<file path="src/rtl/cfr_pkg.sv">
// Package for the chunk frame receiver.
// Holds the item and result types, role and error codes, and the hex digit decoder.
// No dependencies.
`default_nettype none

package cfr_pkg;

  localparam int ByteW = 8;

  localparam logic [ByteW-1:0] ChType_Ext  = 8'h78;  // 'x'
  localparam logic [ByteW-1:0] ChType_Data = 8'h64;  // 'd'
  localparam logic [ByteW-1:0] ChSemi      = 8'h3B;  // ';'
  localparam logic [ByteW-1:0] ChEquals    = 8'h3D;  // '='

  typedef enum logic [1:0] {
    PH_HEADER  = 2'd0,
    PH_PAYLOAD = 2'd1,
    PH_ERROR   = 2'd2
  } phase_t;

  typedef enum logic [1:0] {
    PS_NAME  = 2'd0,
    PS_EQ    = 2'd1,
    PS_VALUE = 2'd2
  } pair_t;

  typedef enum logic [2:0] {
    ROLE_DATA      = 3'd0,
    ROLE_NAME      = 3'd1,
    ROLE_VALUE     = 3'd2,
    ROLE_END_NOVAL = 3'd3,
    ROLE_END_VAL   = 3'd4,
    ROLE_MSG_END   = 3'd5,
    ROLE_EXIT      = 3'd6,
    ROLE_ERROR     = 3'd7
  } role_t;

  typedef enum logic [2:0] {
    ERR_NONE   = 3'd0,
    ERR_TYPE   = 3'd1,
    ERR_HEX    = 3'd2,
    ERR_NOVAL  = 3'd3,
    ERR_NOSEMI = 3'd4,
    ERR_EOF    = 3'd5
  } err_t;

  typedef struct packed {
    logic [ByteW-1:0] rx_byte;
    logic             end_of_stream;
  } item_t;

  typedef struct packed {
    logic [ByteW-1:0] out_byte;
    role_t            out_role;
    err_t             error_code;
    logic             chunk_end;
  } result_t;

  // Returns {valid, nibble} for one ASCII hex digit of either case.
  function automatic logic [4:0] hex_decode(input logic [ByteW-1:0] c);
    logic [4:0] r;
    r = 5'd0;
    if (c >= 8'h30 && c <= 8'h39) begin
      r = {1'b1, c[3:0]};
    end else if ((c >= 8'h61 && c <= 8'h66) || (c >= 8'h41 && c <= 8'h46)) begin
      r = {1'b1, c[3:0] + 4'd9};
    end
    return r;
  endfunction

endpackage

`default_nettype wire

</file>
<file path="src/rtl/cfr_in_reg.sv">
// Input register stage of the chunk frame receiver.
// Captures one received item per transfer and holds it until the parser takes it.
// Depends on cfr_pkg.
`default_nettype none

module cfr_in_reg (
  input  wire logic          clk,
  input  wire logic          rst,
  input  wire logic          s_valid,
  output logic               s_ready,
  input  wire cfr_pkg::item_t s_item,
  output logic               item_valid,
  output cfr_pkg::item_t     item,
  input  wire logic          item_take
);
  import cfr_pkg::*;

  assign s_ready = !item_valid || item_take;

  always_ff @(posedge clk) begin
    if (rst) begin
      item_valid <= 1'b0;
    end else if (s_ready) begin
      item_valid <= s_valid;
    end
  end

  always_ff @(posedge clk) begin
    if (s_ready && s_valid) begin
      item <= s_item;
    end
  end

endmodule

`default_nettype wire

</file>
<file path="src/rtl/cfr_parse.sv">
// Frame parser of the chunk frame receiver: header, payload and pair state.
// Updates the state for one item per cycle while step is high and forms at most one result.
// Depends on cfr_pkg.
`default_nettype none

module cfr_parse #(
  parameter int LENGTH_DIGITS = 7
) (
  input  wire logic          clk,
  input  wire logic          rst,
  input  wire logic          step,
  input  wire cfr_pkg::item_t item,
  output logic               res_valid,
  output cfr_pkg::result_t   res
);
  import cfr_pkg::*;

  localparam int LenW = 4 * LENGTH_DIGITS;
  localparam int HcW  = $clog2(LENGTH_DIGITS + 1);

  phase_t          phase, phase_next;
  pair_t           pair_state, pair_state_next;
  logic [HcW-1:0]  header_count, header_count_next;
  logic [LenW-1:0] length_accum, length_accum_next;
  logic [LenW-1:0] bytes_left, bytes_left_next;
  logic            chunk_is_extension, chunk_is_extension_next;

  logic [4:0]      hex;
  logic            last;

  assign hex  = hex_decode(item.rx_byte);
  assign last = (bytes_left == LenW'(1));

  always_comb begin
    phase_next              = phase;
    pair_state_next         = pair_state;
    header_count_next       = header_count;
    length_accum_next       = length_accum;
    bytes_left_next         = bytes_left;
    chunk_is_extension_next = chunk_is_extension;
    res_valid               = 1'b0;
    res                     = '{out_byte: '0, out_role: ROLE_DATA, error_code: ERR_NONE,
                                chunk_end: 1'b0};
    if (step) begin
      unique case (phase)
        PH_ERROR: begin
        end
        PH_PAYLOAD: begin
          if (item.end_of_stream) begin
            phase_next     = PH_ERROR;
            res_valid      = 1'b1;
            res.out_role   = ROLE_ERROR;
            res.error_code = ERR_EOF;
          end else begin
            bytes_left_next = bytes_left - LenW'(1);
            if (last) begin
              phase_next = PH_HEADER;
            end
            if (!chunk_is_extension) begin
              res_valid     = 1'b1;
              res.out_byte  = item.rx_byte;
              res.out_role  = ROLE_DATA;
              res.chunk_end = last;
            end else if (item.rx_byte == ChSemi) begin
              pair_state_next = PS_NAME;
              res_valid       = 1'b1;
              res.chunk_end   = last;
              if (pair_state == PS_EQ) begin
                phase_next     = PH_ERROR;
                res.out_role   = ROLE_ERROR;
                res.error_code = ERR_NOVAL;
              end else if (pair_state == PS_VALUE) begin
                res.out_role = ROLE_END_VAL;
              end else begin
                res.out_role = ROLE_END_NOVAL;
              end
            end else if (last) begin
              phase_next     = PH_ERROR;
              res_valid      = 1'b1;
              res.out_role   = ROLE_ERROR;
              res.error_code = ERR_NOSEMI;
              res.chunk_end  = 1'b1;
            end else if (pair_state == PS_NAME) begin
              if (item.rx_byte == ChEquals) begin
                pair_state_next = PS_EQ;
              end else begin
                res_valid    = 1'b1;
                res.out_byte = item.rx_byte;
                res.out_role = ROLE_NAME;
              end
            end else begin
              pair_state_next = PS_VALUE;
              res_valid       = 1'b1;
              res.out_byte    = item.rx_byte;
              res.out_role    = ROLE_VALUE;
            end
          end
        end
        default: begin
          if (item.end_of_stream) begin
            header_count_next = '0;
            length_accum_next = '0;
            res_valid         = 1'b1;
            res.out_role      = ROLE_EXIT;
          end else if (header_count < HcW'(LENGTH_DIGITS)) begin
            if (hex[4]) begin
              length_accum_next = LenW'({length_accum, hex[3:0]});
              header_count_next = header_count + HcW'(1);
            end else begin
              phase_next     = PH_ERROR;
              res_valid      = 1'b1;
              res.out_role   = ROLE_ERROR;
              res.error_code = ERR_HEX;
            end
          end else begin
            header_count_next = '0;
            bytes_left_next   = length_accum;
            length_accum_next = '0;
            if (item.rx_byte == ChType_Ext) begin
              if (length_accum == '0) begin
                phase_next     = PH_ERROR;
                res_valid      = 1'b1;
                res.out_role   = ROLE_ERROR;
                res.error_code = ERR_NOSEMI;
              end else begin
                chunk_is_extension_next = 1'b1;
                pair_state_next         = PS_NAME;
                phase_next              = PH_PAYLOAD;
              end
            end else if (item.rx_byte == ChType_Data) begin
              chunk_is_extension_next = 1'b0;
              if (length_accum == '0) begin
                res_valid    = 1'b1;
                res.out_role = ROLE_MSG_END;
              end else begin
                phase_next = PH_PAYLOAD;
              end
            end else begin
              phase_next     = PH_ERROR;
              res_valid      = 1'b1;
              res.out_role   = ROLE_ERROR;
              res.error_code = ERR_TYPE;
            end
          end
        end
      endcase
    end
  end

  always_ff @(posedge clk) begin
    if (rst) begin
      phase              <= PH_HEADER;
      pair_state         <= PS_NAME;
      header_count       <= '0;
      length_accum       <= '0;
      bytes_left         <= '0;
      chunk_is_extension <= 1'b0;
    end else begin
      phase              <= phase_next;
      pair_state         <= pair_state_next;
      header_count       <= header_count_next;
      length_accum       <= length_accum_next;
      bytes_left         <= bytes_left_next;
      chunk_is_extension <= chunk_is_extension_next;
    end
  end

  assert property (@(posedge clk) disable iff (rst)
    res_valid && res.out_role != ROLE_ERROR |-> res.error_code == ERR_NONE)
    else $error("Error code set on a result that is not an error.");

  assert property (@(posedge clk) disable iff (rst)
    phase == PH_ERROR |=> phase == PH_ERROR)
    else $error("Error state left without reset.");

  assert property (@(posedge clk) disable iff (rst)
    phase == PH_ERROR |-> !res_valid)
    else $error("Result produced after an error.");

  assert property (@(posedge clk) disable iff (rst)
    res_valid && res.chunk_end |-> phase == PH_PAYLOAD && last)
    else $error("Chunk end flagged outside the last payload byte.");

endmodule

`default_nettype wire

</file>
<file path="src/rtl/cfr_out_reg.sv">
// Output register with skid entry for the chunk frame receiver.
// Registers each result and decouples the downstream ready from the parser.
// Depends on cfr_pkg.
`default_nettype none

module cfr_out_reg (
  input  wire logic          clk,
  input  wire logic          rst,
  input  wire logic          res_valid,
  input  wire cfr_pkg::result_t res,
  output logic               res_ready,
  output logic               m_valid,
  input  wire logic          m_ready,
  output cfr_pkg::result_t   m_res
);
  import cfr_pkg::*;

  logic    skid_valid;
  result_t skid;
  logic    push;
  logic    to_skid;

  assign res_ready = !skid_valid;
  assign push      = res_valid && res_ready;
  assign to_skid   = push && m_valid && !m_ready;

  always_ff @(posedge clk) begin
    if (rst) begin
      m_valid    <= 1'b0;
      skid_valid <= 1'b0;
    end else if (push) begin
      if (to_skid) begin
        skid_valid <= 1'b1;
      end else begin
        m_valid <= 1'b1;
      end
    end else if (m_ready) begin
      if (skid_valid) begin
        skid_valid <= 1'b0;
      end else begin
        m_valid <= 1'b0;
      end
    end
  end

  always_ff @(posedge clk) begin
    if (push) begin
      if (to_skid) begin
        skid <= res;
      end else begin
        m_res <= res;
      end
    end else if (m_ready && skid_valid) begin
      m_res <= skid;
    end
  end

  assert property (@(posedge clk) disable iff (rst) skid_valid |-> m_valid)
    else $error("Skid entry holds a result while the output register is empty.");

endmodule

`default_nettype wire

</file>
<file path="src/rtl/chunk_frame_receiver_core.sv">
// Top level of the chunk frame receiver.
// Instantiates the input register, the frame parser and the output register.
// Depends on cfr_pkg, cfr_in_reg, cfr_parse and cfr_out_reg.

// The receiver takes one byte per cycle while input ready is high and gives at most one
// result for it. Each byte is held in the input register, where the parser updates its
// state, and each result is held in the output register. A two-entry output stage lets
// the input accept a new byte every cycle while a finished result waits for the downstream
// side; input ready drops only when both output entries are full. The header holds
// LENGTH_DIGITS hex digits. After an error the block drops all input until reset.
`default_nettype none

module chunk_frame_receiver_core #(
  parameter int LENGTH_DIGITS = 7
) (
  input  wire logic       clk,
  input  wire logic       rst,
  input  wire logic       s_axis_tvalid,
  output logic            s_axis_tready,
  input  wire logic [7:0] s_axis_tdata,   // rx_byte
  input  wire logic [0:0] s_axis_tuser,   // end_of_stream
  output logic            m_axis_tvalid,
  input  wire logic       m_axis_tready,
  output logic [7:0]      m_axis_tdata,   // out_byte
  output logic [5:0]      m_axis_tuser,   // out_role, error_code
  output logic            m_axis_tlast    // chunk_end
);
  import cfr_pkg::*;

  item_t   s_item;
  item_t   item;
  logic    item_valid;
  logic    res_ready;
  logic    step;
  logic    res_valid;
  result_t res;
  result_t m_res;

  assign s_item = '{rx_byte: s_axis_tdata, end_of_stream: s_axis_tuser[0]};
  assign step   = item_valid && res_ready;

  cfr_in_reg u_in_reg (
    .clk        (clk),
    .rst        (rst),
    .s_valid    (s_axis_tvalid),
    .s_ready    (s_axis_tready),
    .s_item     (s_item),
    .item_valid (item_valid),
    .item       (item),
    .item_take  (res_ready)
  );

  cfr_parse #(
    .LENGTH_DIGITS (LENGTH_DIGITS)
  ) u_parse (
    .clk       (clk),
    .rst       (rst),
    .step      (step),
    .item      (item),
    .res_valid (res_valid),
    .res       (res)
  );

  cfr_out_reg u_out_reg (
    .clk       (clk),
    .rst       (rst),
    .res_valid (res_valid),
    .res       (res),
    .res_ready (res_ready),
    .m_valid   (m_axis_tvalid),
    .m_ready   (m_axis_tready),
    .m_res     (m_res)
  );

  assign m_axis_tdata = m_res.out_byte;
  assign m_axis_tuser = {m_res.error_code, m_res.out_role};
  assign m_axis_tlast = m_res.chunk_end;

endmodule

`default_nettype wire

</file>
<file path="config.mk">
export PLATFORM = sky130hd
export DESIGN_NAME = chunk_frame_receiver_core
export DESIGN_NICKNAME = d
export VERILOG_FILES = /design/src/rtl/cfr_pkg.sv /design/src/rtl/cfr_in_reg.sv /design/src/rtl/cfr_parse.sv /design/src/rtl/cfr_out_reg.sv /design/src/rtl/chunk_frame_receiver_core.sv
export SDC_FILE = /design/constraint.sdc
export NUM_CORES = 1
export LEC_CHECK = 0
export BUFFER_PORTS_ARGS = -buffer_cell sky130_fd_sc_hd__buf_2
export CAP_MARGIN = 20
export CORE_AREA = 2 2 139 141
export CTS_BUF_LIST = sky130_fd_sc_hd__clkbuf_2 sky130_fd_sc_hd__clkbuf_4 sky130_fd_sc_hd__clkbuf_8
export CTS_CLUSTER_SIZE = 24
export DETAILED_ROUTE_END_ITERATION = 10
export DIE_AREA = 0 0 141 143
export GPL_TIMING_DRIVEN = 0
export REMOVE_ABC_BUFFERS = 1
export SETUP_SLACK_MARGIN = 0.2
export SKIP_LAST_GASP = 1
export SLEW_MARGIN = 20
export SYNTH_ARGS = -nofsm -noshare
export SYNTH_HDL_FRONTEND = slang
export SYNTH_SLANG_ARGS = --single-unit
</file>
<file path="constraint.sdc">
create_clock -name clk -period 4.83 [get_ports clk]
set_input_delay 0 -clock clk [delete_from_list [all_inputs] [get_ports clk]]
set_output_delay 0 -clock clk [all_outputs]
set_load 0.005 [all_outputs]
</file>
==> summary.md, run 1 <==
| Metric | Value |
|---|---|
| Routed len/inst | `15.5 um` |
| CTS HTree Levels | `3` |
| Synthesized flop and latch total | `106` |
| Synth Cell Area | `0.00552 mm^2` |
| Largest area contributor in the netlist | `dfxtp_1` |
| Routed Antenna Nets | `0` |
| Top FF cell, synth | `dfxtp_1` |
| Total negative slack | `0 ns` |
| Gate power share | `6.8%` |
| Starting Density | `29.7%` |
| Register share of total power | `58.1%` |
| Sequential area share after synthesis | `45.5%` |
| Post-synthesis adder-cell area fraction | `2.72%` |
| Clock share of power | `35.1%` |
| Final Hold Viols | `0` |
| Pre-antenna DRT Iters | `5` |
| First-pass GRT wire length | `22,500 um` |
| Rows | `50` |
| Slew @ Worst Pin | `1.12 ns` |
| DRC | `0` |
| Post-CTS Setup Bufs | `0` |
| CP startpoint kind | `flop` |
| Vias in the first global route | `4,303` |
| Vias per cell | `5.26` |
| Yosys warns | `0` |
| Post-DP Area | `0.00591 mm^2` |
| Iteration-0 DRC Markers | `525` |
| Chip Width | `141 um` |
| TritonCTS Sinks | `106` |
| EDFF count, synth | `39` |
| Mapped Avg Cell Area | `8.96 um^2` |
| Int Power | `1.25 mW` |
| P_leak | `2.14 nW` |
| Simple-Gate Fraction of Synth Area | `22.9%` |
| Largest net degree at the start of global routing | `46` |
| ANT cells | `0` |
| Met2 wire length | `6190 um` |
| CTS Root Cell | `clkbuf_8` |
| Nets | `665` |
| Crit-path slowest cell | `ha_2` |
| Cells after synthesis | `616` |
| XOR/XNOR share of the synthesized area | `0.476%` |
| Arr. time, crit path | `3.77 ns` |
| Switch share | `23.6%` |
| Final instance area | `0.00621 mm^2` |
| Multiplexer share of the synthesized area | `4.37%` |
| Largest cells by area after synthesis | `dfxtp_1 (24%), edfxtp_1 (21%), nand2_1 (6.5%)` |
| Synth Area in Compound Gates | `20.3%` |
| Max_slew headroom | `24.7%` |
| Setup Skew | `0.0146 ns` |
| Asr flop ratio synth | `0%` |
| Die area | `0.0202 mm^2` |
| CTS max path bufs | `2` |
| Top Metal Used | `met4` |
| Routability cong. | `0.858` |
| Design Power | `1.64 mW` |
| Largest family of logic cells by synthesized area | `simple AND/OR/NAND/NOR gates` |
| CP Max Fanout | `42` |
| Initial antenna violation count | `0` |
| Slew Limit Fails | `0` |
| Post-place setup slack | `1.40 ns` |
| Worst hold path type | `input pin to flop` |
| Layout cells sized above 1 | `14.1%` |
| FMAX | `0.290 GHz` |
| Final WL | `13,600 um` |
| Chip height | `143 um` |
| Max Cap Viol | `0` |
| Final worst slack | `1.38 ns` |
| Commonest cells in the netlist | `nand2_1 (95), dfxtp_1 (67), a21oi_1 (61), nor2_1 (48), edfxtp_1 (39)` |
| Final Critical Period | `3.45 ns` |
| CTS tree | `built` |
| Status | `finished clean` |
| PwrDens | `264 mW/mm^2` |
| RSZ-0062 raised after global routing | `false` |
| Later-pin clock latency in the skew report | `0.39 ns` |
| Vias | `4,615` |
| Core area | `0.0186 mm^2` |
| Psw | `0.387 mW` |
| GR Util All Layers | `14.0%` |
| Crit path kind | `flop to flop` |
| Critical Path Most Common Cell | `inv_1` |
| IO Pins | `30` |
| Dpl hpwl | `9370 um` |
| CP max stage delay | `0.74 ns` |
| Setup-failing EPs final | `0` |
| Yosys cell types | `70` |
| Share of Yosys cell area claimed by the top area cell type | `24.3%` |
| # port buffers | `29` |
| Met1 Wirelength | `6650 um` |
| Clock slew at reported path FFs | `0.10 ns` |
| Post_cts resized | `0` |
| P&R area growth vs syn | `12.5%` |
| Fillcell total | `1,905` |
| CP cell instances | `inv_1 -> ha_2 -> inv_1 -> nand2_1 -> nor4_1 -> or3b_2 -> or3_1 -> a31oi_1` |
| Most frequent cell after synthesis | `nand2_1` |
| Met3 wire length | `566 um` |
| Utilization after layout | `33.4%` |
| Peak supply drop | `0.000108 V` |
| CTS buffer count | `9` |
| Overflow after GRT | `0` |
| Worst EP required | `5.15 ns` |
| Final period utilization | `71.4%` |
| CP endpoint kind | `flop` |
==> metal layers <==
metal | GRT usage, % | vias to the layer above
met5 | 0 | -
met4 | 4.47 | 0
met3 | 2.95 | 19
met2 | 22.2 | 109
met1 | 19.3 | 2185
li1 | - | 2302
==> power groups by stage <==
stage	logic [mW]	clock network, mW	registers [mW]
floorplan	0.0628	0	0.969
global placement	0.0980	0	0.972
finish	0.111	0.576	0.952
detailed placement	0.104	0	0.972
CTS	0.111	0.588	0.952
global route	0.123	0.623	0.954
==> metrics by stage <==
step	hold slack (ns)	std cells
final	0.199	878
after global routing	0.245	878
after CTS	0.212	878
after detailed placement	0.179	852
after global placement	0.177	844
after floorplan	0.0691	581
==> worst max-delay path: cells and delay by family (launching register included) <==
kind / cells / cell delay (ns)
AO/OA/AOI/OAI: 1 / 0.12
buffers and inverters: 2 / 0.76
AND/OR/NAND/NOR: 4 / 1.40
adder cells (fa/ha/maj): 1 / 0.74
flip-flops: 1 / 0.34
==> registers in the layout (all words and copies together) (netlist names) <==
register	count
u_parse.phase	2
u_out_reg.m_res	15
u_out_reg.skid	15
u_in_reg.item_valid	1
u_parse.header_count	3
u_parse.length_accum	28
u_parse.pair_state	2
u_parse.bytes_left	28
u_in_reg.item	9
u_out_reg.skid_valid	1
u_out_reg.m_valid	1
u_parse.chunk_is_extension	1
==> cell usage in the layout (no fill, tap or decap), types with 3 or more instances in the layout <==
cell type,count
o21a_1,3
nor2_1,47
or3_1,6
a22oi_1,10
o41ai_1,3
nand3_1,15
clkbuf_8,10
mux2_4,8
dfxtp_1,67
and2_1,11
nand2b_1,5
a31oi_1,9
a211oi_1,8
o31ai_1,4
inv_1,16
o21ai_0,32
a22o_1,3
a21o_1,7
nand2_1,95
and3_1,6
o22ai_1,6
nor3_1,19
edfxtp_1,39
buf_2,33
nor2b_1,10
a21oi_1,61
nand4_1,3
nor4_1,13
dlygate4sd3_1,11
ha_1,11
nand4b_1,4
mux2_2,9
==> kinds of logic after synthesis <==
group	after synthesis
simple gates	252
compound gates	173
flops	106
buf+inv	51
mux	19
fa+ha+maj	12
xor+xnor	3
==> repair_timing <==
| action | CTS | global route |
|---|---|---|
| hold buffers | 11 | 0 |
| endpoints found under the hold margin | 13 | 0 |
| endpoints found under the setup margin | 0 | 0 |
==> path summary, 6_finish.rpt <==
path,startpoint,to,slack (ns),cells after the start
worst max-delay path,u_parse.phase[1]$_SDFFE_PP0P_,u_parse.phase[1]$_SDFFE_PP0P_,1.38,8
worst min-delay path,rst,u_parse.bytes_left[16]$_SDFFE_PP0P_,0.20,2
worst max register to register,u_parse.phase[1]$_SDFFE_PP0P_,u_parse.phase[1]$_SDFFE_PP0P_,1.38,8
worst min register to register,u_parse.bytes_left[15]$_SDFFE_PP0P_,u_parse.bytes_left[15]$_SDFFE_PP0P_,0.49,2
==> cell type report <==
type	count	area (um^2)	area share (%)
Multi-Input combinational cell	459	2830	45.6
Sequential cell	106	2510	40.4
Timing Repair Buffer	48	320	5.16
Tap cell	234	293	4.71
Clock buffer	13	158	2.54
Inverter	16	60.1	0.967
Clock inverter	2	38.8	0.624
Power figures use the tool's default switching activity.
==> run 2, diff against run 1 <==
==> constraint.sdc (replaced) <==
create_clock -name clk -period 3 [get_ports clk]
set_input_delay 0 -clock clk [delete_from_list [all_inputs] [get_ports clk]]
set_output_delay 0 -clock clk [all_outputs]
set_load 0.005 [all_outputs]
==> summary.md, run 2 (synthesized netlist as in run 1, its figures left out) <==
| Metric | Value |
|---|---|
| FMAX | `0.361 GHz (was 0.290 GHz)` |
| Status | `finished clean (unchanged)` |
| Slew Limit Fails | `0 (unchanged)` |
| Largest net degree at the start of global routing | `46 (unchanged)` |
| Hold Slack | `0.215 ns (was 0.199 ns)` |
| Most common cell after layout, fill and taps aside | `nand2_1 (unchanged)` |
| # port buffers | `29 (unchanged)` |
| Initial antenna violation count | `0 (unchanged)` |
| Final WL | `14,100 um (was 13,600 um)` |
| Starting Density | `29.7% (unchanged)` |
| First-pass GRT wire length | `22,800 um (was 22,500 um)` |
| Chip height | `143 um (unchanged)` |
| Final Critical Period | `2.77 ns (was 3.45 ns)` |
| ANT cells | `0 (unchanged)` |
| CTS tree | `built (unchanged)` |
| CTS max path bufs | `2 (unchanged)` |
| DRC | `0 (unchanged)` |
| Routed len/inst | `15.9 um (was 15.5 um)` |
| Setup Skew | `0.0151 ns (was 0.0146 ns)` |
| Final Hold Viols | `0 (unchanged)` |
| Later-pin clock latency in the skew report | `0.39 ns (about the same)` |
| Pre-antenna DRT Iters | `6 (was 5)` |
| Largest registers | `u_parse.bytes_left (28), u_parse.length_accum (28) (unchanged)` |
| Routability cong. | `0.858 (unchanged)` |
| TritonCTS Sinks | `106 (unchanged)` |
| Rows | `50 (unchanged)` |
| Vias in the first global route | `4,332 (was 4,303)` |
| Worst hold path type | `input pin to flop (unchanged)` |
| CTS buffer count | `9 (unchanged)` |
| Routed Antenna Nets | `0 (unchanged)` |
| P&R area growth vs syn | `15.1% (was 12.5%)` |
| Max Cap Viol | `0 (unchanged)` |
| CP Max Fanout | `7 (was 42)` |
| GR Util All Layers | `14.2% (was 14.0%)` |
| CP startpoint kind | `flop (unchanged)` |
| Chip Width | `141 um (unchanged)` |
| Non-filler cells in the finished layout | `887 (was 878)` |
| Core area | `0.0186 mm^2 (unchanged)` |
| Placed insts | `852 (unchanged)` |
| CP endpoint kind | `flop (unchanged)` |
| Layout cells sized above 1 | `16.2% (was 14.1%)` |
| P_leak | `2.18 nW (was 2.14 nW)` |
| Dpl hpwl | `9370 um (unchanged)` |
| Iteration-0 DRC Markers | `549 (was 525)` |
| Overflow after GRT | `0 (unchanged)` |
| Final period utilization | `92.2% (was 71.4%)` |
| Clock slew at reported path FFs | `0.10 ns (about the same)` |
| Vias per cell | `5.28 (was 5.26)` |
| Setup-failing EPs final | `0 (unchanged)` |
| Slew @ Worst Pin | `1.15 ns (was 1.12 ns)` |
| Worst EP required | `3.25 ns (was 5.15 ns)` |
| Arr. time, crit path | `3.01 ns (was 3.77 ns)` |
| Die area | `0.0202 mm^2 (unchanged)` |
| IO Pins | `30 (unchanged)` |
| CTS Root Cell | `clkbuf_8 (unchanged)` |
| Peak supply drop | `0.000174 V (was 0.000108 V)` |
| Most frequent cells in the layout | `nand2_1 (95), dfxtp_1 (67), a21oi_1 (61) (unchanged)` |
| PwrDens | `417 mW/mm^2 (was 264 mW/mm^2)` |
| CTS HTree Levels | `3 (unchanged)` |
| Crit path kind | `flop to flop (unchanged)` |
| Vias | `4,686 (was 4,615)` |
| Max_slew headroom | `22.5% (was 24.7%)` |
| Nets | `674 (was 665)` |
| RSZ-0062 raised after global routing | `false (unchanged)` |
==> run 2: worst paths after layout <==
kind / start / cells after the start / to / slack (ns)
worst min register to register: u_parse.bytes_left[15]$_SDFFE_PP0P_ / 2 / u_parse.bytes_left[15]$_SDFFE_PP0P_ / 0.48
worst max register to register: u_parse.bytes_left[0]$_SDFFE_PP0P_ / 6 / u_parse.bytes_left[11]$_SDFFE_PP0P_ / 0.23
worst max-delay path: u_parse.bytes_left[0]$_SDFFE_PP0P_ / 6 / u_parse.bytes_left[11]$_SDFFE_PP0P_ / 0.23
worst min-delay path: rst / 2 / u_parse.bytes_left[16]$_SDFFE_PP0P_ / 0.21
==> run 2: timing repair <==
action	in CTS	in global routing
pin swaps	1	1
endpoints found under the setup margin	76	57
gates resized for setup	5	6
hold endpoints to repair	13	0
gates cloned	1	0
hold buffers	11	0
setup buffers	4	4
==> run 2: final cells by class <==
type | count | area, um^2
clock inverter | 2 | 38.8
multi-input combinational | 459 | 2890
clock buffer | 13 | 158
timing repair inverter | 1 | 5.00
inverter | 16 | 63.8
fill | 1901 | 12200
sequential | 106 | 2510
tap | 234 | 293
timing repair buffer | 56 | 400
==> run 2: worst max-delay path: stages (launching register included) <==
cell,delay [ns]
dfxtp_1,0.38
nor4_1,0.99
nand2_1,0.42
or3_1,0.45
a21o_1,0.19
a22oi_1,0.13
nor2_1,0.06
==> run 2: report_power, final <==
part	internal [mW]	switching (mW)
combinational	0.0839	0.110
sequential	1.51	0.0224
clock	0.429	0.496
==> run 2: metrics by stage <==
stage	setup TNS, ns	utilization [%]	total power [mW]	cell area [um^2]	setup WS, ns
final	0	34.2	2.65	6360	0.233
after global routing	0	34.2	2.75	6360	0.196
after CTS	0	33.8	2.67	6280	0.269
after detailed placement	-8.72	31.8	1.73	5910	-0.425
after global placement	-154.97	31.3	1.72	5810	-2.55
after floorplan	-35.41	-	1.66	5370	-0.934
==> run 2: layer usage <==
layer | vias up | wire [um] | GRT usage, % | part of all wire, %
met2 | 95 | 6470 | 22.4 | 46
li1 | 2326 | - | - | -
met1 | 2247 | 6930 | 19.6 | 49
met3 | 18 | 503 | 2.95 | 3.6
met4 | 0 | 201 | 4.42 | 1.4
met5 | - | 0 | 0 | 0
==> run 3, diff against run 2 <==
--- a/config.mk
+++ b/config.mk
@@ -7,11 +7,11 @@
 export LEC_CHECK = 0
 export BUFFER_PORTS_ARGS = -buffer_cell sky130_fd_sc_hd__buf_2
 export CAP_MARGIN = 20
-export CORE_AREA = 2 2 139 141
+export CORE_AREA = 2 2 116 129
 export CTS_BUF_LIST = sky130_fd_sc_hd__clkbuf_2 sky130_fd_sc_hd__clkbuf_4 sky130_fd_sc_hd__clkbuf_8
 export CTS_CLUSTER_SIZE = 24
 export DETAILED_ROUTE_END_ITERATION = 10
-export DIE_AREA = 0 0 141 143
+export DIE_AREA = 0 0 118 131
 export GPL_TIMING_DRIVEN = 0
 export REMOVE_ABC_BUFFERS = 1
 export SETUP_SLACK_MARGIN = 0.2
==> summary.md, run 3 (synthesized netlist as in run 1, its figures left out) <==
| Metric | Value |
|---|---|
| Status | `finished clean (unchanged)` |
| PwrDens | `408 mW/mm^2 (was 417 mW/mm^2)` |
| Chip Width | `118 um (was 141 um)` |
| GRT Max-Usage Layer | `met2 (unchanged)` |
| Fillcell total | `1,387 (was 1,901)` |
| Worst EP required | `3.25 ns (about the same)` |
| First-pass GRT wire length | `23,400 um (was 22,800 um)` |
| CTS tree | `built (unchanged)` |
| Met3 GRT Util | `2.91% (was 2.95%)` |
| Utilization after layout | `44.7% (was 34.2%)` |
| IO Pins | `30 (unchanged)` |
| Slew Limit Fails | `0 (unchanged)` |
| Clock slew at reported path FFs | `0.11 ns (was 0.10 ns)` |
| CTS max path bufs | `2 (unchanged)` |
| GRT met1 Usage | `23.5% (was 19.6%)` |
| Most frequent cells in the layout | `nand2_1 (94), dfxtp_1 (67), a21oi_1 (61) (was nand2_1 (95), dfxtp_1 (67), a21oi_1 (61))` |
| P&R area growth vs syn | `15.0% (was 15.1%)` |
| Dpl hpwl | `9730 um (was 9370 um)` |
| Multi-input logic area | `0.00288 mm^2 (was 0.00289 mm^2)` |
| Post-place setup slack | `-0.253 ns (was -0.425 ns)` |
| Crit path kind | `flop to flop (unchanged)` |
| Psw | `0.668 mW (was 0.628 mW)` |
| Worst hold path type | `input pin to flop (unchanged)` |
| Max Cap Viol | `0 (unchanged)` |
| Vias per cell | `5.63 (was 5.28)` |
| # port buffers | `29 (unchanged)` |
| Routed len/inst | `16.7 um (was 15.9 um)` |
| Register share of total power | `59.2% (was 57.8%)` |
| Final instance area | `0.00635 mm^2 (was 0.00636 mm^2)` |
| Die area | `0.0155 mm^2 (was 0.0202 mm^2)` |
| Design Power | `2.59 mW (was 2.65 mW)` |
| Vias in the first global route | `4,664 (was 4,332)` |
| CTS HTree Levels | `3 (unchanged)` |
| Slew @ Worst Pin | `1.12 ns (was 1.15 ns)` |
| Later-pin clock latency in the skew report | `0.39 ns (about the same)` |
| Final WL | `14,200 um (was 14,100 um)` |
| Largest net degree at the start of global routing | `46 (unchanged)` |
| Met2 usage | `32.7% (was 22.4%)` |
| CP cell instances | `nor4_1 -> nand2_1 -> or3_1 -> a21o_1 -> a22oi_1 -> nor2_1 (unchanged)` |
| CP startpoint kind | `flop (unchanged)` |
| Nets | `679 (was 674)` |
| Starting Density | `38.8% (was 29.7%)` |
| Switch share | `25.8% (was 23.7%)` |
| Layout cells sized above 1 | `17.1% (was 16.2%)` |
| Total negative slack | `0 ns (unchanged)` |
| Chip height | `131 um (was 143 um)` |
| Routability cong. | `0.871 (was 0.858)` |
| Routed Antenna Nets | `0 (unchanged)` |
| CTS Root Cell | `clkbuf_8 (unchanged)` |
| Overflow after GRT | `0 (unchanged)` |
| CP Max Fanout | `7 (unchanged)` |
| TritonCTS Sinks | `106 (unchanged)` |
| Post-DP Area | `0.00588 mm^2 (was 0.00591 mm^2)` |
| Final Hold Viols | `0 (unchanged)` |
| P_leak | `2.20 nW (was 2.18 nW)` |
| Final period utilization | `90.3% (was 92.2%)` |
| Max_slew headroom | `24.3% (was 22.5%)` |
| Setup-failing EPs final | `0 (unchanged)` |
| Crit-path slowest cell | `nor4_1 (unchanged)` |
| Register area | `0.00251 mm^2 (unchanged)` |
| ANT cells | `0 (unchanged)` |
| Final worst slack | `0.290 ns (was 0.233 ns)` |
| RSZ-0062 raised after global routing | `true (was false)` |
| CTS buffer count | `9 (unchanged)` |
| Pre-antenna DRT Iters | `6 (unchanged)` |
| Most common cell after layout, fill and taps aside | `nand2_1 (unchanged)` |
| Arr. time, crit path | `2.96 ns (was 3.01 ns)` |
| Setup Skew | `0.0168 ns (was 0.0151 ns)` |
| Initial antenna violation count | `0 (unchanged)` |
| Iteration-0 DRC Markers | `393 (was 549)` |
| Core area | `0.0142 mm^2 (was 0.0186 mm^2)` |
| FMAX | `0.369 GHz (was 0.361 GHz)` |
| CP endpoint kind | `flop (unchanged)` |
| Gate power share | `7.6% (was 7.3%)` |
| Vias | `4,789 (was 4,686)` |
| Final Critical Period | `2.71 ns (was 2.77 ns)` |
| Peak supply drop | `0.000211 V (was 0.000174 V)` |
| Rows | `46 (was 50)` |
| Clock share of power | `33.2% (was 34.9%)` |
| Int Power | `1.92 mW (was 2.02 mW)` |
| DRC | `0 (unchanged)` |
| Largest registers | `u_parse.bytes_left (28), u_parse.length_accum (28) (unchanged)` |
| CP max stage delay | `0.97 ns (was 0.99 ns)` |
| GR Util All Layers | `18.8% (was 14.2%)` |
[run 3: per-stage QoR]
| stage | instances | hold WS [ns] |
|---|---|---|
| final | 851 | 0.229 |
| after global routing | 851 | 0.262 |
| after CTS | 845 | 0.226 |
| after detailed placement | 811 | 0.178 |
| after global placement | 802 | 0.178 |
| after floorplan | 581 | 0.0691 |
[run 3: timing repair]
| item | in CTS | in global routing |
|---|---|---|
| endpoints found under the hold margin | 12 | 0 |
| hold buffers | 11 | 0 |
| endpoints found under the setup margin | 69 | 67 |
| pin swaps | 2 | 3 |
| buffers inserted | 6 | 6 |
| gates cloned | 1 | 0 |
| resized for setup | 9 | 3 |
[run 3: path summary, 6_finish.rpt]
path                                           end                             startpoint  slack, ns  depth (start not counted)
min reg2reg  u_parse.length_accum[24]$_SDFFE_PP0P_  u_parse.length_accum[24]$_SDFFE_PP0P_       0.49                          2
max reg2reg    u_parse.bytes_left[11]$_SDFFE_PP0P_     u_parse.bytes_left[0]$_SDFFE_PP0P_       0.29                          6
max            u_parse.bytes_left[11]$_SDFFE_PP0P_     u_parse.bytes_left[0]$_SDFFE_PP0P_       0.29                          6
min             u_parse.bytes_left[9]$_SDFFE_PP0P_                                    rst       0.23                          2
[run 3: power groups by stage]
stage          clock network (mW)  logic (mW)  registers (mW)
2_1_floorplan                   0       0.101            1.56
3_3_place_gp                    0       0.155            1.56
3_5_place_dp                    0       0.167            1.56
4_1_cts                     0.882       0.195            1.53
5_1_grt                     0.937       0.215            1.54
6_report                    0.860       0.197            1.53
[run 3: worst max-delay path: cells and delay by family, from the launching register on]
| family | cells | cell delay [ns] |
|---|---|---|
| AND/OR/NAND/NOR | 4 | 1.86 |
| flip-flops | 1 | 0.37 |
| AO/OA/AOI/OAI | 2 | 0.34 |
[run 3: metal layers]
metal	up-vias	wire (um)
met3	16	657
met5	-	0
met1	2331	6370
met4	0	204
met2	117	6950
li1	2325	-
[run 3: final cells by class]
class                      count  share of cell area, %
multi-input combinational    459                   45.4
sequential                   106                   39.6
timing repair buffer          61                   7.09
tap                          192                   3.78
clock buffer                   9                   1.95
clock inverter                 7                   1.10
inverter                      16                   1.00
timing repair inverter         1                 0.0788
